$ cat src/rtl/pcpw_pkg.sv
// Package for the plane-constrained periodic wrap block.
// Holds payload structs, register indexes and sequencer state type.
`timescale 1ns / 1ps
package pcpw_pkg;

   localparam int unsigned CSR_IDX_W = 3;
   localparam int unsigned CSR_DATA_W = 32;

   localparam logic [CSR_IDX_W-1:0] REG_COEF_A   = 3'd0;
   localparam logic [CSR_IDX_W-1:0] REG_COEF_B   = 3'd1;
   localparam logic [CSR_IDX_W-1:0] REG_COEF_C   = 3'd2;
   localparam logic [CSR_IDX_W-1:0] REG_COEF_D   = 3'd3;
   localparam logic [CSR_IDX_W-1:0] REG_BOX_EDGE = 3'd4;
   localparam logic [CSR_IDX_W-1:0] REG_RECIP_A  = 3'd5;
   localparam logic [CSR_IDX_W-1:0] REG_RECIP_B  = 3'd6;
   localparam logic [CSR_IDX_W-1:0] REG_RECIP_C  = 3'd7;

   localparam logic [30:0] BOX_EDGE_RESET = 31'd65536;

   typedef struct packed {
      logic signed [31:0] in_x;
      logic signed [31:0] in_y;
      logic signed [31:0] in_z;
      logic               is_oxygen;
   } req_type;

   typedef struct packed {
      logic signed [31:0] out_x;
      logic signed [31:0] out_y;
      logic signed [31:0] out_z;
      logic [5:0]         rounds_used;
      logic               limit_hit;
   } rsp_type;

   // coordinate selector
   typedef enum logic [1:0] {
      AX_X = 2'd0,
      AX_Y = 2'd1,
      AX_Z = 2'd2
   } axis_type;

   typedef enum logic [3:0] {
      ST_IDLE,
      ST_CHECK,
      ST_REM,
      ST_MUL1,
      ST_MUL2,
      ST_SUM,
      ST_MUL3,
      ST_STORE,
      ST_NEXT,
      ST_DONE
   } state_type;

   // divider control/status
   typedef struct packed {
      logic        start;
      logic [32:0] dividend;
   } div_ctl_type;

   typedef struct packed {
      logic        busy;
      logic        done;
      logic signed [32:0] rem;
   } div_sts_type;

   // Q16.16 product truncated toward zero (operands 32 bit signed)
   function automatic logic signed [49:0] mulq_trunc(input logic signed [63:0] p);
      logic signed [63:0] mag;
      logic signed [63:0] sh;
      begin
         mag = p[63] ? -p : p;
         sh  = mag >>> 16;
         mulq_trunc = p[63] ? -sh[49:0] : sh[49:0];
      end
   endfunction

   function automatic logic signed [31:0] sat32(input logic signed [51:0] v);
      begin
         if (v > 52'sd2147483647)
            sat32 = 32'sh7FFFFFFF;
         else if (v < -52'sd2147483648)
            sat32 = 32'sh80000000;
         else
            sat32 = v[31:0];
      end
   endfunction

endpackage

$ cat src/rtl/pcpw_rem.sv
// Bit-serial truncating remainder by the box edge, one quotient bit a cycle.
// Depends on pcpw_pkg.
`timescale 1ns / 1ps
module pcpw_rem (
   input  logic                  clock,
   input  logic                  reset,
   input  pcpw_pkg::div_ctl_type ctl,
   input  logic [30:0]           box_edge,
   output pcpw_pkg::div_sts_type sts
);

   logic [5:0]  cnt_ff, cnt_in;
   logic [32:0] mag_ff, mag_in;
   logic [31:0] rem_ff, rem_in;
   logic        neg_ff, neg_in;
   logic        busy_ff, busy_in;
   logic        done_ff, done_in;
   logic [31:0] trial;
   logic [32:0] sub;

   always_comb begin
      trial = {rem_ff[30:0], mag_ff[32]};
      sub   = {1'b0, trial} - {2'b00, box_edge};
   end

   always_comb begin
      cnt_in  = cnt_ff;
      mag_in  = mag_ff;
      rem_in  = rem_ff;
      neg_in  = neg_ff;
      busy_in = busy_ff;
      done_in = 1'b0;
      if (ctl.start) begin
         neg_in  = ctl.dividend[32];
         mag_in  = ctl.dividend[32] ? -ctl.dividend : ctl.dividend;
         rem_in  = '0;
         cnt_in  = 6'd33;
         busy_in = 1'b1;
      end else if (busy_ff) begin
         mag_in = {mag_ff[31:0], 1'b0};
         rem_in = sub[32] ? trial : sub[31:0];
         cnt_in = cnt_ff - 6'd1;
         if (cnt_ff == 6'd1) begin
            busy_in = 1'b0;
            done_in = 1'b1;
         end
      end
   end

   always_ff @(posedge clock) begin
      if (reset) begin
         busy_ff <= 1'b0;
         done_ff <= 1'b0;
         cnt_ff  <= '0;
      end else begin
         busy_ff <= busy_in;
         done_ff <= done_in;
         cnt_ff  <= cnt_in;
      end
      mag_ff <= mag_in;
      rem_ff <= rem_in;
      neg_ff <= neg_in;
   end

   always_comb begin
      sts.busy = busy_ff;
      sts.done = done_ff;
      if (box_edge == 31'd0)
         sts.rem = '0;
      else
         sts.rem = neg_ff ? -$signed({1'b0, rem_ff}) : $signed({1'b0, rem_ff});
   end

`ifndef SYNTHESIS
   a_done_pulse: assert property (@(posedge clock) disable iff (reset)
      done_ff |=> !done_ff)
      else $error("remainder done held");
   a_done_after_busy: assert property (@(posedge clock) disable iff (reset)
      done_ff |-> $past(busy_ff))
      else $error("remainder done without busy");
   a_cnt_range: assert property (@(posedge clock) disable iff (reset)
      busy_ff |-> cnt_ff != 6'd0)
      else $error("remainder counter underflow");
`endif

endmodule

$ cat src/rtl/plane_constrained_periodic_wrap.sv
// Channels:
//   name  direction  handshake             payload
//   req   in         start & !busy         pcpw_pkg::req_type
//   rsp   out        rsp_valid (1 cycle)   pcpw_pkg::rsp_type
//   csr   in         csr_we                csr_index, csr_wdata
// A pass-through site goes straight to the response. An oxygen site is
// checked round by round, one coordinate at a time; each wrapped one runs
// the 33-step serial remainder and three shared multiplies.
// Reset is synchronous; control and CSR registers take their reset values, coordinate and datapath registers do not.
// The receiver cannot stall; rsp_valid is high for one cycle.
// Depends on pcpw_pkg and pcpw_rem.
`timescale 1ns / 1ps
module plane_constrained_periodic_wrap #(
   parameter int unsigned ROUND_LIMIT = 50
) (
   input  logic                                         clock,
   input  logic                                         reset,
   input  logic                                         start,
   output logic                                         busy,
   input  pcpw_pkg::req_type                            req_data,
   output logic                                         rsp_valid,
   output pcpw_pkg::rsp_type                            rsp_data,
   input  logic                                         csr_we,
   input  logic [pcpw_pkg::CSR_IDX_W-1:0]               csr_index,
   input  logic [pcpw_pkg::CSR_DATA_W-1:0]              csr_wdata
);

   localparam int unsigned RND_W = $clog2(ROUND_LIMIT + 2);

   logic signed [31:0] coef_a_ff, coef_b_ff, coef_c_ff, coef_d_ff;
   logic signed [31:0] recip_a_ff, recip_b_ff, recip_c_ff;
   logic [30:0]        box_ff;

   pcpw_pkg::state_type state_ff, state_in;
   pcpw_pkg::axis_type  axis_ff, axis_in;
   logic signed [31:0]  x_ff, x_in, y_ff, y_in, z_ff, z_in;
   logic [RND_W-1:0]    rnd_ff, rnd_in;
   logic                crossed_ff, crossed_in;
   logic                limit_ff, limit_in;
   logic signed [51:0]  acc_ff, acc_in;
   logic signed [31:0]  res_ff, res_in;
   logic                rsp_valid_ff, rsp_valid_in;

   pcpw_pkg::div_ctl_type div_ctl;
   pcpw_pkg::div_sts_type div_sts;

   logic signed [31:0] cur;
   logic               outside;
   logic signed [31:0] mul_a, mul_b;
   logic signed [63:0] prod;
   logic signed [49:0] prodq;
   logic signed [31:0] neg_sat;

   always_ff @(posedge clock) begin
      if (reset) begin
         coef_a_ff  <= '0;
         coef_b_ff  <= '0;
         coef_c_ff  <= '0;
         coef_d_ff  <= '0;
         box_ff     <= pcpw_pkg::BOX_EDGE_RESET;
         recip_a_ff <= '0;
         recip_b_ff <= '0;
         recip_c_ff <= '0;
      end else if (csr_we) begin
         case (csr_index)
            pcpw_pkg::REG_COEF_A:   coef_a_ff  <= csr_wdata;
            pcpw_pkg::REG_COEF_B:   coef_b_ff  <= csr_wdata;
            pcpw_pkg::REG_COEF_C:   coef_c_ff  <= csr_wdata;
            pcpw_pkg::REG_COEF_D:   coef_d_ff  <= csr_wdata;
            pcpw_pkg::REG_BOX_EDGE: box_ff     <= csr_wdata[30:0];
            pcpw_pkg::REG_RECIP_A:  recip_a_ff <= csr_wdata;
            pcpw_pkg::REG_RECIP_B:  recip_b_ff <= csr_wdata;
            pcpw_pkg::REG_RECIP_C:  recip_c_ff <= csr_wdata;
            default: ;
         endcase
      end
   end

   pcpw_rem u_rem (
      .clock    (clock),
      .reset    (reset),
      .ctl      (div_ctl),
      .box_edge (box_ff),
      .sts      (div_sts)
   );

   always_comb begin
      case (axis_ff)
         pcpw_pkg::AX_X: cur = x_ff;
         pcpw_pkg::AX_Y: cur = y_ff;
         default:        cur = z_ff;
      endcase
      outside = cur[31] || ($signed({1'b0, cur}) > $signed({2'b00, box_ff}));
   end

   // shared multiplier operand select
   always_comb begin
      mul_a = '0;
      mul_b = '0;
      case (state_ff)
         pcpw_pkg::ST_MUL1: begin
            case (axis_ff)
               pcpw_pkg::AX_X: begin mul_a = coef_a_ff; mul_b = x_ff; end
               pcpw_pkg::AX_Y: begin mul_a = coef_b_ff; mul_b = y_ff; end
               default:        begin mul_a = coef_a_ff; mul_b = x_ff; end
            endcase
         end
         pcpw_pkg::ST_MUL2: begin
            case (axis_ff)
               pcpw_pkg::AX_X: begin mul_a = coef_b_ff; mul_b = y_ff; end
               default:        begin mul_a = coef_c_ff; mul_b = z_ff; end
            endcase
         end
         pcpw_pkg::ST_MUL3: begin
            mul_a = res_ff;
            case (axis_ff)
               pcpw_pkg::AX_X: mul_b = recip_c_ff;
               pcpw_pkg::AX_Y: mul_b = recip_a_ff;
               default:        mul_b = recip_b_ff;
            endcase
         end
         default: ;
      endcase
      prod    = mul_a * mul_b;
      prodq   = pcpw_pkg::mulq_trunc(prod);
      neg_sat = pcpw_pkg::sat32(-(acc_ff + 52'(coef_d_ff)));
   end

   // next state
   always_comb begin
      state_in = state_ff;
      case (state_ff)
         pcpw_pkg::ST_IDLE:
            if (start)
               state_in = req_data.is_oxygen ? pcpw_pkg::ST_CHECK : pcpw_pkg::ST_DONE;
         pcpw_pkg::ST_CHECK:
            state_in = outside ? pcpw_pkg::ST_REM : pcpw_pkg::ST_NEXT;
         pcpw_pkg::ST_REM:
            if (div_sts.done) state_in = pcpw_pkg::ST_MUL1;
         pcpw_pkg::ST_MUL1:  state_in = pcpw_pkg::ST_MUL2;
         pcpw_pkg::ST_MUL2:  state_in = pcpw_pkg::ST_SUM;
         pcpw_pkg::ST_SUM:   state_in = pcpw_pkg::ST_MUL3;
         pcpw_pkg::ST_MUL3:  state_in = pcpw_pkg::ST_STORE;
         pcpw_pkg::ST_STORE: state_in = pcpw_pkg::ST_NEXT;
         pcpw_pkg::ST_NEXT:
            if (axis_ff != pcpw_pkg::AX_Z)
               state_in = pcpw_pkg::ST_CHECK;
            else if ((rnd_ff + 1'b1) > RND_W'(ROUND_LIMIT) || !crossed_ff)
               state_in = pcpw_pkg::ST_DONE;
            else
               state_in = pcpw_pkg::ST_CHECK;
         pcpw_pkg::ST_DONE:  state_in = pcpw_pkg::ST_IDLE;
         default:            state_in = pcpw_pkg::ST_IDLE;
      endcase
   end

   // datapath and outputs
   always_comb begin
      axis_in      = axis_ff;
      x_in         = x_ff;
      y_in         = y_ff;
      z_in         = z_ff;
      rnd_in       = rnd_ff;
      crossed_in   = crossed_ff;
      limit_in     = limit_ff;
      acc_in       = acc_ff;
      res_in       = res_ff;
      rsp_valid_in = 1'b0;
      div_ctl.start    = 1'b0;
      div_ctl.dividend = cur[31] ? ({cur[31], cur} + {2'b00, box_ff})
                                 : {cur[31], cur};
      case (state_ff)
         pcpw_pkg::ST_IDLE:
            if (start) begin
               x_in       = req_data.in_x;
               y_in       = req_data.in_y;
               z_in       = req_data.in_z;
               axis_in    = pcpw_pkg::AX_X;
               rnd_in     = '0;
               crossed_in = 1'b0;
               limit_in   = 1'b0;
            end
         pcpw_pkg::ST_CHECK:
            if (outside) begin
               div_ctl.start = 1'b1;
               crossed_in    = 1'b1;
            end
         pcpw_pkg::ST_REM:
            if (div_sts.done) begin
               case (axis_ff)
                  pcpw_pkg::AX_X: x_in = div_sts.rem[31:0];
                  pcpw_pkg::AX_Y: y_in = div_sts.rem[31:0];
                  default:        z_in = div_sts.rem[31:0];
               endcase
            end
         pcpw_pkg::ST_MUL1: acc_in = 52'(prodq);
         pcpw_pkg::ST_MUL2: acc_in = acc_ff + 52'(prodq);
         pcpw_pkg::ST_SUM: begin
            acc_in = acc_ff + 52'(coef_d_ff);
         end
         pcpw_pkg::ST_MUL3: res_in = pcpw_pkg::sat32(52'(prodq));
         pcpw_pkg::ST_STORE:
            case (axis_ff)
               pcpw_pkg::AX_X: z_in = res_ff;
               pcpw_pkg::AX_Y: x_in = res_ff;
               default:        y_in = res_ff;
            endcase
         pcpw_pkg::ST_NEXT:
            if (axis_ff != pcpw_pkg::AX_Z) begin
               axis_in = pcpw_pkg::axis_type'(axis_ff + 2'd1);
            end else begin
               axis_in    = pcpw_pkg::AX_X;
               rnd_in     = rnd_ff + 1'b1;
               crossed_in = 1'b0;
               if ((rnd_ff + 1'b1) > RND_W'(ROUND_LIMIT))
                  limit_in = 1'b1;
            end
         pcpw_pkg::ST_DONE: rsp_valid_in = 1'b1;
         default: ;
      endcase
      if (state_ff == pcpw_pkg::ST_SUM)
         res_in = neg_sat;
   end

   always_ff @(posedge clock) begin
      if (reset) begin
         state_ff     <= pcpw_pkg::ST_IDLE;
         rsp_valid_ff <= 1'b0;
         axis_ff      <= pcpw_pkg::AX_X;
         rnd_ff       <= '0;
         crossed_ff   <= 1'b0;
         limit_ff     <= 1'b0;
      end else begin
         state_ff     <= state_in;
         rsp_valid_ff <= rsp_valid_in;
         axis_ff      <= axis_in;
         rnd_ff       <= rnd_in;
         crossed_ff   <= crossed_in;
         limit_ff     <= limit_in;
      end
      x_ff   <= x_in;
      y_ff   <= y_in;
      z_ff   <= z_in;
      acc_ff <= acc_in;
      res_ff <= res_in;
   end

   // ST_SUM stores -(sum) saturated into res for the reciprocal multiply
   always_comb begin
      busy                 = (state_ff != pcpw_pkg::ST_IDLE);
      rsp_valid            = rsp_valid_ff;
      rsp_data.out_x       = x_ff;
      rsp_data.out_y       = y_ff;
      rsp_data.out_z       = z_ff;
      rsp_data.rounds_used = (rnd_ff > RND_W'(63)) ? 6'd63 : 6'(rnd_ff);
      rsp_data.limit_hit   = limit_ff;
   end

`ifndef SYNTHESIS
   a_rnd_bound: assert property (@(posedge clock) disable iff (reset)
      rnd_ff <= RND_W'(ROUND_LIMIT + 1))
      else $error("round count past limit");
   a_limit_at_end: assert property (@(posedge clock) disable iff (reset)
      limit_ff |-> rnd_ff == RND_W'(ROUND_LIMIT + 1))
      else $error("limit flag without round count");
   a_rsp_after_done: assert property (@(posedge clock) disable iff (reset)
      rsp_valid_ff |-> $past(state_ff) == pcpw_pkg::ST_DONE)
      else $error("response outside done");
   a_rem_in_rem_state: assert property (@(posedge clock) disable iff (reset)
      div_sts.busy |-> state_ff == pcpw_pkg::ST_REM)
      else $error("divider busy outside remainder step");
`endif

endmodule
$ cat config.mk
export PLATFORM = sky130hd
export DESIGN_NAME = plane_constrained_periodic_wrap
export DESIGN_NICKNAME = d
export VERILOG_FILES = /design/src/rtl/pcpw_pkg.sv /design/src/rtl/pcpw_rem.sv /design/src/rtl/plane_constrained_periodic_wrap.sv
export SDC_FILE = /design/constraint.sdc
export NUM_CORES = 2
export LEC_CHECK = 0
export ABC_AREA = 1
export BUFFER_PORTS_ARGS = -buffer_cell sky130_fd_sc_hd__buf_2
export CORE_ASPECT_RATIO = 0.8
export CORE_MARGIN = 2
export CORE_UTILIZATION = 46
export CTS_CLUSTER_SIZE = 8
export DETAILED_ROUTE_END_ITERATION = 6
export GPL_ROUTABILITY_DRIVEN = 0
export MAX_ROUTING_LAYER = met4
export PLACE_DENSITY = 0.66
export SLEW_MARGIN = 20
export SYNTH_ARGS = -nofsm -noshare
export SYNTH_HDL_FRONTEND = slang
export SYNTH_SLANG_ARGS = --single-unit
$ cat constraint.sdc
create_clock -name clock -period 17.5 [get_ports clock]
set_input_delay 2.625 -clock clock [delete_from_list [all_inputs] [get_ports clock]]
set_output_delay 2.625 -clock clock [all_outputs]
set_load 0.05 [all_outputs]
==> run summary <==
headroom to the max-slew limit -> 0.219
achievable clock frequency -> 0.0612 GHz
CTS Root Cell -> clkbuf_16
Hold Vio Cnt, Final -> 0
Power Density -> 120 mW/mm^2
final setup margin -> 1.17 ns
sequential share of the synthesized area -> 0.159
status -> finished with violations
initial antenna violation count -> 12
CTS tree -> built
clock buffer depth -> 3
Critical Path AT -> 16.70 ns
core region area -> 0.172 sq mm
Worst R2R End -> acc_ff[44]$_DFFE_PP_
Die Y-Extent -> 375 um
Fillers -> 16800
via count -> 77800
number of clock sinks -> 524
Iter 0 DRT Violations -> 11200
maxcap violations -> 0
gr usage total -> 0.358
vias in the first global route -> 74600
crit path from -> axis_ff[1]$_SDFFE_PP0P_
period utilization -> 0.933
cell count of the worst reg-to-reg path -> 62
Crit-path slowest cell -> clkinv_1
pin count of the biggest net entering global routing -> 140
Setup Viol. Count Final -> 0
hold_ws -> 0.459 ns
Setup Skew -> 0.0577 ns
Synthesis Warnings -> 0
share of cells above drive strength 1 -> 0.0646
CP max FO -> 66
hold_sp -> coef_a_ff[0]$_SDFFE_PP0P_
Tmin final -> 16.33 ns
CP peak stage delay -> 1.02 ns
Critical Path Sink Type -> flip-flop
Syn Nets -> 12900
number of remaining DRC errors -> 8
Setup TNS -> 0 ns
kind of critical path -> reg2reg
RSZ-0062 raised after global routing -> no
total power -> 10200 uW
Nets -> 12900
Core Rows -> 136
Buffers on Ports -> 240
setup bufs post-CTS -> 0
violated checks -> design-rule violations
Initial Utilization -> 0.462
Num CTS Buffers -> 75
synthesized flop and latch total -> 524
DRT Pass-1 Iters -> 7
grt total ovfl -> 0
wire length per cell -> 22.7 um
post-route cell area -> 0.0851 sq mm
Horiz. Die Dim -> 468 um
final WL -> 308000 um
hold buffers post-CTS -> 0
full die area -> 0.176 sq mm
H-tree depth -> 3
syn avg cell area -> 7.05 sq um
Hold Path Class -> reg2reg
r2r startpoint -> axis_ff[1]$_SDFFE_PP0P_
global-route wire length before repair -> 463000 um
Most common cell on crit path -> nand2_1
register clock-pin slew on the reported worst setup and hold paths -> 0.05 ns
CTS resizes -> 0
Slew @ Worst Pin -> 1.17 ns
Via density -> 5.72
startpoint class of the critical path -> flip-flop
standby leakage power -> 0.0435 uW
maximum VDD drop -> 194 uV
ys flop type -> dfxtp_1
cell count after synthesis -> 11200
Clk Latency, worst-skew pair -> 0.67 ns
R2R setup slack -> 1.17 ns
Post-DP Area -> 0.0828 sq mm
Area growth syn-to-layout -> 7.24%
number of flops mapped to enable cells by yosys -> 214
Final HPWL DP -> 246000 um
pre-CTS WS -> 1.63 ns
# IOs -> 241
Critical Path RT -> 17.86 ns
Slew Viols, Final -> 0
Synth Cell Area -> 0.0793 sq mm
CP Capture Point -> acc_ff[44]$_DFFE_PP_
async set-reset flop share out of synthesis -> 0
Distinct cells, synth -> 64
Antenna Nets Post-Route -> 0
[per-stage QoR]
step	cells	utilization
3_5_place_dp	13500	0.483
6_report	13600	0.496
5_1_grt	13600	0.496
4_1_cts	13600	0.496
2_1_floorplan	11200	-
3_3_place_gp	13500	0.483
[Yosys cell counts (7+ instances only)]
cell type	number	area (sq um)
nor2_2	46	288
inv_2	36	135
nor4_1	23	144
or2_2	21	131
o21a_1	9	67.6
edfxtp_1	214	6430
a21boi_0	12	90.1
buf_6	8	90.1
a211oi_1	7	52.6
clkinv_1	19	71.3
nor3_1	89	445
nand3_1	407	2040
a21oi_1	406	2030
o22ai_1	16	100
nand4_1	101	632
buf_2	20	100
o21ai_0	555	2780
buf_4	8	60.1
a31oi_1	31	194
a21o_1	15	113
o21bai_1	12	90.1
a22oi_1	21	158
nand3_2	20	200
nand2_1	2736	10300
nor2_1	1694	6360
a21oi_2	7	61.3
inv_1	2018	7570
xnor2_1	61	534
nand3b_1	23	173
ha_1	397	4970
clkbuf_1	347	1300
o211ai_1	53	398
xor2_1	153	1340
dfxtp_1	310	6210
fa_1	1086	21700
a221oi_1	11	96.3
nand2_2	66	413
o21ai_1	8	40.0
nor2_4	20	225
buf_1	55	206
o221ai_1	57	499
[where the power goes]
group          internal (uW)  switching (uW)  total, uW
Combinational           1790            4920       6720
Sequential              1820             290       2110
Clock                    799             609       1410
Total                   4410            5820      10200
[logic make-up (layout without fill, tap and decap cells)]
group | count (synthesis) | count (layout) | share of synthesized area
buffers and inverters | 2511 | 2561 | 0.120
AND/OR/NAND/NOR | 5260 | 5260 | 0.270
other | 0 | 15 | 0
flip-flops | 524 | 524 | 0.159
AO/OA/AOI/OAI | 1252 | 1252 | 0.0891
XOR/XNOR | 217 | 217 | 0.0242
multiplexers | 1 | 1 | 0.000126
adder cells (fa/ha/maj) | 1483 | 1483 | 0.337
[worst max-delay path: cells and delay by family, from the launching register on]
family | cells | cell delay (ns)
and+or+nand+nor | 24 | 3.74
DFF | 1 | 0.35
xor gates and xnor gates | 1 | 0.26
adders and majority gates | 10 | 5.07
AOI/OAI and AO/OA | 15 | 3.32
buffers and inverters | 12 | 3.27
[layout make-up]
class	count	area [sq um]	area share
Multi-Input combinational cell	8213	57400	0.675
Sequential cell	524	12600	0.149
Inverter	2073	7790	0.0916
Tap cell	2277	2850	0.0335
Timing Repair Buffer	367	2180	0.0256
Clock buffer	113	2020	0.0237
Clock inverter	8	156	0.00184
Antenna cell	15	37.5	0.000441
[sequential cells by signal, summed over array words and instances (netlist names), 2 cells and up]
signal / flops
coef_c_ff: 32
x_ff: 32
recip_a_ff: 32
axis_ff: 2
recip_b_ff: 32
u_rem.cnt_ff: 6
z_ff: 32
u_rem.rem_ff: 32
acc_ff: 52
u_rem.mag_ff: 33
y_ff: 32
coef_d_ff: 32
state_ff: 4
coef_a_ff: 32
coef_b_ff: 32
recip_c_ff: 32
box_ff: 31
rnd_ff: 6
res_ff: 32
[placed cells by master, fill, tap and decap left out, drive strengths merged, types with 57 or more instances in the layout]
cell type,synthesis,layout
fa,1086,1086
a21oi,415,415
nand3,427,427
edfxtp,214,214
xor2,153,153
clkbuf,347,113
o221ai,57,57
xnor2,64,64
dfxtp,310,310
buf,91,367
nor3,93,93
nand2,2804,2804
nor2,1760,1760
nand4,101,101
inv,2054,2055
ha,397,397
o21ai,564,564
[layer usage]
metal,GRT usage,up-vias,wire (um)
li1,-,34400,-
met1,0.484,37000,122000
met2,0.479,5389,122000
met3,0.126,959,47300
met4,0.156,0,17200
met5,-,-,0
[worst min path at each step]
stage | endpoint | slack (ns) | depth (start not counted)
2_1_floorplan | coef_a_ff[0]$_SDFFE_PP0P_ | 0.43 | 2
3_3_place_gp | coef_a_ff[0]$_SDFFE_PP0P_ | 0.44 | 2
3_5_place_dp | coef_a_ff[0]$_SDFFE_PP0P_ | 0.45 | 2
4_1_cts | coef_a_ff[0]$_SDFFE_PP0P_ | 0.46 | 2
5_1_grt | coef_a_ff[0]$_SDFFE_PP0P_ | 0.49 | 2
6_report | coef_a_ff[0]$_SDFFE_PP0P_ | 0.46 | 2
Power figures use the tool's default switching activity.
